===== config.mk =====
export PLATFORM = sky130hd
export DESIGN_NAME = ordered_list_store_core_flat
export DESIGN_NICKNAME = d
export VERILOG_FILES = /design/src/sv/olst_pkg.sv /design/src/sv/olst_ifs.sv /design/src/sv/olst_cell.sv /design/src/sv/ordered_list_store_core.sv /design/src/flat_wrapper.sv
export SDC_FILE = /design/constraint.sdc
export NUM_CORES = 2
export LEC_CHECK = 0
export ABC_AREA = 1
export BUFFER_PORTS_ARGS = -buffer_cell sky130_fd_sc_hd__buf_2
export CAP_MARGIN = 20
export CELL_PAD_IN_SITES_DETAIL_PLACEMENT = 1
export CELL_PAD_IN_SITES_GLOBAL_PLACEMENT = 2
export CORE_MARGIN = 3
export CORE_UTILIZATION = 30
export CTS_CLUSTER_SIZE = 8
export DETAILED_ROUTE_END_ITERATION = 7
export GPL_ROUTABILITY_DRIVEN = 0
export GPL_TIMING_DRIVEN = 0
export HOLD_SLACK_MARGIN = 0.02
export PLACE_DENSITY_LB_ADDON = 0.2
export SYNTH_ARGS = -nofsm -noshare
export SYNTH_HDL_FRONTEND = slang
export SYNTH_HIERARCHICAL = 1
export SYNTH_SLANG_ARGS = --single-unit

===== constraint.sdc =====
create_clock -name clock -period 4.83 [get_ports clock]
set_clock_uncertainty 0.15 [all_clocks]
set_input_delay 0.483 -clock clock [delete_from_list [all_inputs] [get_ports clock]]
set_output_delay 0.483 -clock clock [all_outputs]
set_load 0.01 [all_outputs]

===== src/sv/olst_pkg.sv =====
// Package for the ordered list store: sizes, request and status codes,
// and the per-cell control struct. No dependencies.
`default_nettype none

package olst_pkg;

   localparam int CAPACITY   = 16;
   localparam int VALUE_BITS = 32;
   localparam int IDX_BITS   = $clog2(CAPACITY);
   localparam int LEN_BITS   = 5;
   localparam int TYPE_BITS  = 2;
   localparam int STAT_BITS  = 2;

   typedef logic [LEN_BITS-1:0]   len_type;
   typedef logic [IDX_BITS-1:0]   idx_type;
   typedef logic [VALUE_BITS-1:0] value_type;
   typedef logic [TYPE_BITS-1:0]  kind_type;
   typedef logic [STAT_BITS-1:0]  stat_type;

   localparam kind_type REQ_INSERT = 2'd0;
   localparam kind_type REQ_REMOVE = 2'd1;
   localparam kind_type REQ_FIND   = 2'd2;
   localparam kind_type REQ_CLEAR  = 2'd3;

   localparam stat_type ST_DONE      = 2'd0;
   localparam stat_type ST_BAD       = 2'd1;
   localparam stat_type ST_FULL      = 2'd2;
   localparam stat_type ST_NOT_FOUND = 2'd3;

   localparam len_type CAPACITY_LEN = len_type'(CAPACITY);

   typedef struct packed {
      logic load_value;
      logic take_left;
      logic take_right;
   } cell_ctrl_type;

endpackage

`default_nettype wire


===== src/sv/olst_ifs.sv =====
// Request and response channel interfaces for the ordered list store.
// Depends on olst_pkg.
`default_nettype none

interface olst_req_if;
   logic                  valid;
   logic                  ready;
   olst_pkg::kind_type    req_type;
   logic [4:0]            position;
   logic [4:0]            run_count;
   logic [31:0]           value;

   modport source (output valid, req_type, position, run_count, value, input ready);
   modport sink   (input valid, req_type, position, run_count, value, output ready);
endinterface

interface olst_rsp_if;
   logic                  valid;
   logic                  ready;
   olst_pkg::stat_type    status;
   logic [3:0]            found_position;
   logic [4:0]            list_length;

   modport source (output valid, status, found_position, list_length, input ready);
   modport sink   (input valid, status, found_position, list_length, output ready);
endinterface

`default_nettype wire


===== src/sv/olst_cell.sv =====
// One storage cell of the list chain: holds one entry, loads a new value
// or takes a neighbor's entry, and compares its entry to the search key.
// Depends on olst_pkg.
`default_nettype none

module olst_cell (
   input  wire                     clock,
   input  olst_pkg::cell_ctrl_type ctrl,
   input  olst_pkg::value_type     value,
   input  olst_pkg::value_type     left_data,
   input  olst_pkg::value_type     right_data,
   output olst_pkg::value_type     data,
   output logic                    match
);

   olst_pkg::value_type entry_ff;
   olst_pkg::value_type entry_in;

   always_comb begin
      entry_in = entry_ff;
      if (ctrl.load_value) begin
         entry_in = value;
      end else if (ctrl.take_left) begin
         entry_in = left_data;
      end else if (ctrl.take_right) begin
         entry_in = right_data;
      end
   end

   always_ff @(posedge clock) begin
      entry_ff <= entry_in;
   end

   assign data  = entry_ff;
   assign match = (entry_ff == value);

endmodule

`default_nettype wire


===== src/sv/ordered_list_store_core.sv =====
// Ordered list store: top level with request decode, the cell chain and
// the response register. Depends on olst_pkg, olst_ifs and olst_cell.
//
// Usage: requests arrive on req (insert, remove run, find, clear); each
// gives exactly one item on rsp with status, found position and the list
// length after the request. An item is taken when valid and ready are high.
// Response: registered; it shows in the cycle after accept.
// Flow: insert, find and clear complete at accept; an insert moves
// every later cell up one place in the same cycle, and find compares all
// cells at once. A remove of N entries enters S_SHIFT: the chain moves
// the tail down one place per cycle, and no request is taken meanwhile
// (its response is already out).
// Reset: synchronous, active high; the list becomes empty and the
// response register empties. Cell contents are not cleared.
// Stall: while rsp is held off, the response holds; one more request is
// taken only when the response register drains in the same cycle.
`default_nettype none

module ordered_list_store_core (
   input  wire         clock,
   input  wire         reset,
   olst_req_if.sink    req,
   olst_rsp_if.source  rsp
);

   localparam logic S_IDLE  = 1'b0;
   localparam logic S_SHIFT = 1'b1;

   logic                state_ff, state_in;
   olst_pkg::len_type   used_ff, used_in;
   olst_pkg::len_type   shift_pos_ff, shift_pos_in;
   olst_pkg::len_type   shift_left_ff, shift_left_in;
   logic                rsp_valid_ff, rsp_valid_in;
   olst_pkg::stat_type  status_ff, status_in;
   olst_pkg::idx_type   found_ff, found_in;
   olst_pkg::len_type   length_ff, length_in;

   olst_pkg::cell_ctrl_type ctrl   [olst_pkg::CAPACITY];
   olst_pkg::value_type     data   [olst_pkg::CAPACITY];
   olst_pkg::value_type     left_d [olst_pkg::CAPACITY];
   olst_pkg::value_type     right_d[olst_pkg::CAPACITY];
   logic [olst_pkg::CAPACITY-1:0] match;
   logic [olst_pkg::CAPACITY-1:0] hit;

   logic                accept;
   logic [olst_pkg::LEN_BITS:0] run_end;
   logic                hit_any;
   olst_pkg::idx_type   hit_idx;
   logic                insert_ok;

   assign req.ready = (state_ff == S_IDLE) && (!rsp_valid_ff || rsp.ready);
   assign accept    = req.valid && req.ready;
   assign run_end   = {1'b0, req.position} + {1'b0, req.run_count};
   assign insert_ok = (req.position <= used_ff) && (used_ff != olst_pkg::CAPACITY_LEN);

   genvar g;
   generate
      for (g = 0; g < olst_pkg::CAPACITY; g++) begin : g_cell
         if (g == 0) begin : g_first
            assign left_d[g] = '0;
         end else begin : g_mid_l
            assign left_d[g] = data[g-1];
         end
         if (g == olst_pkg::CAPACITY - 1) begin : g_last
            assign right_d[g] = '0;
         end else begin : g_mid_r
            assign right_d[g] = data[g+1];
         end
         olst_cell u_cell (
            .clock      (clock),
            .ctrl       (ctrl[g]),
            .value      (olst_pkg::value_type'(req.value)),
            .left_data  (left_d[g]),
            .right_data (right_d[g]),
            .data       (data[g]),
            .match      (match[g])
         );
      end
   endgenerate

   // lowest matching live position
   always_comb begin
      hit_any = 1'b0;
      hit_idx = '0;
      for (int i = 0; i < olst_pkg::CAPACITY; i++) begin
         hit[i] = match[i] && (olst_pkg::len_type'(i) < used_ff);
      end
      for (int i = olst_pkg::CAPACITY - 1; i >= 0; i--) begin
         if (hit[i]) begin
            hit_any = 1'b1;
            hit_idx = olst_pkg::idx_type'(i);
         end
      end
   end

   always_comb begin
      for (int i = 0; i < olst_pkg::CAPACITY; i++) begin
         ctrl[i] = '0;
      end
      if (state_ff == S_SHIFT) begin
         for (int i = 0; i < olst_pkg::CAPACITY; i++) begin
            ctrl[i].take_right = (olst_pkg::len_type'(i) >= shift_pos_ff);
         end
      end else if (accept && (req.req_type == olst_pkg::REQ_INSERT) && insert_ok) begin
         for (int i = 0; i < olst_pkg::CAPACITY; i++) begin
            ctrl[i].load_value = (olst_pkg::len_type'(i) == req.position);
            ctrl[i].take_left  = (olst_pkg::len_type'(i) >  req.position);
         end
      end
   end

   always_comb begin
      state_in      = state_ff;
      used_in       = used_ff;
      shift_pos_in  = shift_pos_ff;
      shift_left_in = shift_left_ff;
      rsp_valid_in  = rsp_valid_ff && !rsp.ready;
      status_in     = status_ff;
      found_in      = found_ff;
      length_in     = length_ff;

      if (state_ff == S_SHIFT) begin
         shift_left_in = shift_left_ff - 1'b1;
         if (shift_left_ff == olst_pkg::len_type'(1)) begin
            state_in = S_IDLE;
         end
      end

      if (accept) begin
         rsp_valid_in = 1'b1;
         status_in    = olst_pkg::ST_DONE;
         found_in     = '0;
         case (req.req_type)
            olst_pkg::REQ_INSERT: begin
               if (req.position > used_ff) begin
                  status_in = olst_pkg::ST_BAD;
               end else if (used_ff == olst_pkg::CAPACITY_LEN) begin
                  status_in = olst_pkg::ST_FULL;
               end else begin
                  used_in = used_ff + 1'b1;
               end
            end
            olst_pkg::REQ_REMOVE: begin
               if (run_end > {1'b0, used_ff}) begin
                  status_in = olst_pkg::ST_BAD;
               end else begin
                  used_in = used_ff - req.run_count;
                  if (req.run_count != '0) begin
                     state_in      = S_SHIFT;
                     shift_pos_in  = req.position;
                     shift_left_in = req.run_count;
                  end
               end
            end
            olst_pkg::REQ_FIND: begin
               if (hit_any) begin
                  found_in = hit_idx;
               end else begin
                  status_in = olst_pkg::ST_NOT_FOUND;
               end
            end
            olst_pkg::REQ_CLEAR: begin
               used_in = '0;
            end
            default: begin
               status_in = olst_pkg::ST_BAD;
            end
         endcase
         length_in = used_in;
      end
   end

   always_ff @(posedge clock) begin
      if (reset) begin
         state_ff     <= S_IDLE;
         used_ff      <= '0;
         rsp_valid_ff <= 1'b0;
      end else begin
         state_ff     <= state_in;
         used_ff      <= used_in;
         rsp_valid_ff <= rsp_valid_in;
      end
      shift_pos_ff  <= shift_pos_in;
      shift_left_ff <= shift_left_in;
      status_ff     <= status_in;
      found_ff      <= found_in;
      length_ff     <= length_in;
   end

   assign rsp.valid          = rsp_valid_ff;
   assign rsp.status         = status_ff;
   assign rsp.found_position = found_ff;
   assign rsp.list_length    = length_ff;

endmodule

`default_nettype wire


===== src/flat_wrapper.sv =====
// flat-port wrapper written by rule: the top's interface ports become plain ports
module ordered_list_store_core_flat 
  (clock, reset, req_valid, req_req_type, req_position, req_run_count, req_value, req_ready, rsp_valid, rsp_status, rsp_found_position, rsp_list_length, rsp_ready);
  olst_req_if req_i ();
  olst_rsp_if rsp_i ();
  input  wire clock;
  input  wire reset;
  input wire logic [$bits(req_i.valid)-1:0] req_valid;
  input wire logic [$bits(req_i.req_type)-1:0] req_req_type;
  input wire logic [$bits(req_i.position)-1:0] req_position;
  input wire logic [$bits(req_i.run_count)-1:0] req_run_count;
  input wire logic [$bits(req_i.value)-1:0] req_value;
  output wire logic [$bits(req_i.ready)-1:0] req_ready;
  output wire logic [$bits(rsp_i.valid)-1:0] rsp_valid;
  output wire logic [$bits(rsp_i.status)-1:0] rsp_status;
  output wire logic [$bits(rsp_i.found_position)-1:0] rsp_found_position;
  output wire logic [$bits(rsp_i.list_length)-1:0] rsp_list_length;
  input wire logic [$bits(rsp_i.ready)-1:0] rsp_ready;
  assign req_i.valid = req_valid;
  assign req_i.req_type = req_req_type;
  assign req_i.position = req_position;
  assign req_i.run_count = req_run_count;
  assign req_i.value = req_value;
  assign req_ready = req_i.ready;
  assign rsp_valid = rsp_i.valid;
  assign rsp_status = rsp_i.status;
  assign rsp_found_position = rsp_i.found_position;
  assign rsp_list_length = rsp_i.list_length;
  assign rsp_i.ready = rsp_ready;
  ordered_list_store_core u_core (.clock(clock), .reset(reset), .req(req_i), .rsp(rsp_i));
endmodule

# ---- Word-level counts from Yosys, hierarchy flattened
# Cells that the tools add are included.
# Widths: inputs -> output; s select.
dict set report word_totals {
  reg_bits 540
  in_bits 48
  output_inout_bits 13
  elab_cells 320
}
dict set report op_classes {
  add_sub_neg 4
  n_lt_le_gt_ge 51
  n_eq_ne 37
  n_mux 148
  bitwise_logic 4
  reduce_logical 49
}
# op n
set ops {}
lappend ops {{$mux 32} 48}
lappend ops {{$eq 32x32->1} 16}
lappend ops {{$mux 2} 37}
lappend ops {{$reduce_bool 3->1} 16}
lappend ops {{$mux 1} 41}
lappend ops {{$eq 4x5->1 const A} 8}
lappend ops {{$ge 4x5->1 const A} 8}
lappend ops {{$gt 4x5->1 const A} 8}
lappend ops {{$lt 4x5->1 const A} 8}
lappend ops {{$mux 5} 8}
lappend ops {{$mux 4} 8}
lappend ops {{$logic_and 1x1->1} 22}
lappend ops {{$eq 3x5->1 const A} 4}
lappend ops {{$ge 3x5->1 const A} 4}
lappend ops {{$gt 3x5->1 const A} 4}
lappend ops {{$lt 3x5->1 const A} 4}
lappend ops {{$pmux 5 s3} 1}
lappend ops {{$mux 3} 4}
lappend ops {{$eq 2x5->1 const A} 2}
lappend ops {{$ge 1x5->1 const A} 2}
lappend ops {{$ge 2x5->1 const A} 2}
lappend ops {{$gt 1x5->1 const A} 2}
lappend ops {{$gt 2x5->1 const A} 2}
lappend ops {{$lt 1x5->1 const A} 2}
lappend ops {{26 further kinds} 32}

# ---- Logic depth before layout (Yosys ltp)
dict set report depth {
  ltp_word 20
  mapped_depth 23
  depth_no_buf 23
}

# ---- Cells and area by module
# Netlist, hierarchy kept.
# mod instances cells_per_inst area_per_inst_um2 seq_area_each_um2
set modules_own_cells {}
lappend modules_own_cells {olst_cell 16 328 2254.7 960.9}
lappend modules_own_cells {ordered_list_store_core 1 413 2771.4 720.7}

# ---- Least setup slack after synthesis
# Ideal clock, no wire load.
dict set report synth_path {
  kind {register to register}
  start {reg u_core.used_ff[2]}
  end {reg u_core.g_cell[1].u_cell.entry_ff[0], enable pin}
  arrival_ps 3034
  required_time_ps 4291
  slack_ps 1256
  path_stages_with_launch 19
  n_path_buf 3
  synth_period_minus_slack_ps 3574
  path_cell_list {dfxtp_1 > buf_4 > inv_2 > ha_1 > nand2_1 > inv_1 > o21ai_2 > nand3_1 > nand2_2 > nand2_2 > nor3_4 > nand4_4 > nor2_4 > nand2_4 > nor2_1 > buf_6 > buf_2 > nor2_1 > nand2_1}
}
# element line
set synth_lines {}
lappend synth_lines {{start, declared} ordered_list_store_core.sv:30} ;# olst_pkg::len_type used_ff, used_in;
lappend synth_lines {{start signal, assigned} ordered_list_store_core.sv:180} ;# used_ff <= used_in;
lappend synth_lines {{end signal, assigned} olst_cell.sv:31} ;# entry_ff <= entry_in;
lappend synth_lines {{end, declared} olst_cell.sv:16} ;# olst_pkg::value_type entry_ff;

==> metrics <==
Worst Max-Slew Pin Slew ~1.1 ns; cts bufs inserted 80; Die X approximately 370 um; Final min period 4.53 ns; cells after synthesis approximately 5.7k; register area share after synthesis about two fifths; dominant cells by area after synthesis edfxtp_1 41%, nand2_1 18%, a21oi_1 9.6%, nor2_1 8.8%, inv_1 6.0%; Power Density 274 nW/um^2; Pre-antenna DRT Iters 7; Post-DRT Antenna Nets 0; clk sinks between 500 and 600; DP Cell Count roughly 7.5k; Async SR Flop Fraction 0%; Compound-Gate Fraction of Synth Area approximately 16%; DP Area around 42000 sq um; Final nets a little under 6k; CP max stage cell nand2_2; Overall Global Routing Usage a little over a fifth; status complete, no violations; DP HPWL about 120000 um; most numerous cell in the Yosys netlist nand2_1; Worst Setup Path Type reg2reg; XOR/XNOR share of the synthesized area under 10%; Worst-path clk slew approximately 0.050 ns; post-synthesis cell type count 50; DR vias/cell between 4 and 5; Total Wirelength ~150000 um; Adder-Cell Fraction of Synth Area 0.844%; fin. max-slew vios 0; drc violations 0; Worst setup EP type register; CTS tree done; largest net degree at the start of global routing 49; final hold violations 0; setup bufs post-CTS 0; Slew HR between 20% and 30%; Finished Cell Area around 44000 sq um; share of cells above drive strength 1 about a tenth; worst min-delay path category in2reg; worst endpoint data arrival time about 4.7 ns; most used cell, CP nand2_2; worst-path fanout max 32; first-pass GRT wire length 223000 um; leak pwr approximately 22 nW; Post-Syn Area per Cell 6.86 sq um; clk_lat worst skew around 0.66 ns; mux share of post-synthesis cell area 0%; std cell rows 131; CP Launch Type register; setup violators final 0; total die area around 130000 sq um; Max Root-Sink Buffers 3; Die Y 366 um; Critical Path Max Stage Delay roughly 0.62 ns; Tcrit/Tclk final between 90% and 100%; Synth top area share 40.8%; core area around 130000 sq um; Area Overhead vs Synth 13.5%; Peak VDD IR 0.000235 V; clk root buf clkbuf_16; largest family of logic cells by synthesized area simple AND/OR/NAND/NOR gates; GRT overflow 0; via count about 36k; count of input and output buffers 60; vias in the first global route between 30k and 40k; max_cap viols 0; number of antenna violations at the first check in global routing 16; FF+latch count, synth between 500 and 600; Synth area leader edfxtp_1; commonest cells in the synthesized netlist 1850 x nand2_1, 914 x nor2_1, 744 x a21oi_1; family with the most delay on the worst path simple AND/OR/NAND/NOR gates; Buf/Inv on CP 7; most common flop cell mapped by yosys edfxtp_1; Post-synth EDFFs around 530; initial core utilization between 30% and 40%; Finished Layout Cells around 7.6k; post-synthesis simple-gate area fraction ~28%; wire per inst between 15 and 20 um; number of DRC markers in iteration 0 2072; RSZ-0062 raised after global routing no; Ports slightly above 60; Yosys warning total 6; Setup TNS Final 0 ns; Cell Area, Synth between 30000 and 40000 sq um; worst path cell trace inv_1, ha_1, nand2_1, inv_1, o21ai_2, nand3_1, nand2_2, nand2_2, nor3_4, inv_2, buf_2, nor3_1, buf_2, inv_2, buf_4, nand2_2; CP required around 5 ns; CTS H-tree lvls 3; Max Clk Rate about 220 MHz
## routing by layer
layer  share of wire, %  wire, um  global-route usage, %  vias up
li1                   -         -                      -    18400
met1                 42     61700                   25.1    16600
met2                 52     76200                   40.1      444
met3                2.2      3190                   2.29      202
met4                4.2      6110                   8.71        0
met5                  0         0                      0        -
## state kept, by name, indices dropped and copies added, names as in the netlist
| signal | cells |
|---|---|
| u_core/rsp.valid | 1 |
| u_core/used_ff | 5 |
| u_core/g_cell.u_cell/data | 512 |
| u_core/shift_pos_ff | 5 |
| u_core/rsp.list_length | 5 |
| u_core/rsp.found_position | 4 |
| u_core/shift_left_ff | 5 |
| u_core/rsp.status | 2 |
| u_core/state_ff | 1 |
## per-stage QoR
step / setup WS [ns] / hold slack, ns / power, W / utilization (%)
global route: 0.000502 / 0.0423 / 0.0126 / 34.4
floorplan: 1.26 / 0.368 / 0.00623 / -
CTS: 0.117 / 0.0238 / 0.0123 / 34.4
finish: 0.300 / 0.0830 / 0.0121 / 34.4
detailed placement: -0.196 / 0.400 / 0.00679 / 32.6
global placement: -0.702 / 0.394 / 0.00675 / 32.5
## kinds of logic (layout without fill, tap and decap cells)
logic type               count (synthesis)  count (layout)
adder cells (fa/ha/maj)                 25              25
flip-flops                             540             540
AO/OA/AOI/OAI                         1096            1096
AND/OR/NAND/NOR                       2838            2838
other                                    1              70
buffers and inverters                 1104            1292
XOR/XNOR                                57              57
## path summary, 6_finish.rpt
check	from	end	slack, ns	cells after the start
setup / recovery	u_core/used_ff[1]$_SDFFE_PP0P_	u_core/g_cell[13].u_cell/data[22]$_DFFE_PP_	0.30	16
hold / removal	rsp_ready	u_core/rsp.valid$_SDFF_PP0_	0.08	6
setup reg to reg	u_core/used_ff[1]$_SDFFE_PP0P_	u_core/g_cell[13].u_cell/data[22]$_DFFE_PP_	0.30	16
hold reg to reg	u_core/shift_left_ff[4]$_DFF_P_	u_core/shift_left_ff[4]$_DFF_P_	0.42	2
## worst reg2reg max path, stage by stage, from the launching register on
cell and delay [ns]:
dfxtp_1 0.61, inv_1 0.29, ha_1 0.26, nand2_1 0.06, inv_1 0.05, o21ai_2 0.10, nand3_1 0.10, nand2_2 0.16
nand2_2 0.11, nor3_4 0.37, inv_2 0.14, buf_2 0.21, nor3_1 0.36, buf_2 0.28, inv_2 0.10, buf_4 0.19
nand2_2 0.62
## power by group
group	switching [W]	internal [W]	total (W)
registers	0.000113	0.00526	0.00538
clock network	0.00221	0.00317	0.00538
logic	0.000918	0.000406	0.00132
## what timing repair did
| item | in CTS | in global routing |
|---|---|---|
| resized for setup | 1 | 5 |
| hold buffers | 6 | 0 |
| hold endpoints to repair | 7 | 0 |
| cloned | 0 | 0 |
| endpoints found under the setup margin | 32 | 130 |
## area by class of cell
class,instances,area (sq um)
Multi-Input combinational cell,4081,18300
Timing Repair Buffer,72,518
Tap cell,1729,2160
Clock inverter,7,68.8
Sequential cell,540,16100
Antenna cell,5,12.5
Inverter,873,3300
Buffer,231,1470
Fill cell,16200,83900
Clock buffer,109,2190
## placed cells by master, fill, tap and decap left out, types with 3 or more instances in the layout
cell type,Yosys,routed
nand2_1,1850,1837
nor2_1,914,914
a21oi_1,744,744
inv_1,626,626
edfxtp_1,528,528
a22oi_1,304,304
buf_2,131,191
inv_2,182,182
clkbuf_16,0,83
buf_4,82,82
conb_1,1,65
xor2_1,53,53
clkinv_1,48,50
nand3_1,29,29
clkbuf_1,1,25
ha_1,23,23
o21ai_0,21,21
clkinv_2,16,17
buf_6,17,17
nor2_2,16,16
nand2_2,3,13
dfxtp_1,12,12
dlygate4sd3_1,0,6
nand4_1,6,6
nor3_1,6,6
diode_2,0,5
nand2_4,2,5
buf_16,0,5
xnor2_1,4,4
o211ai_1,4,4
inv_6,0,3
a31oi_1,3,3
o21ai_1,3,3
Power figures use the tool's default switching activity.
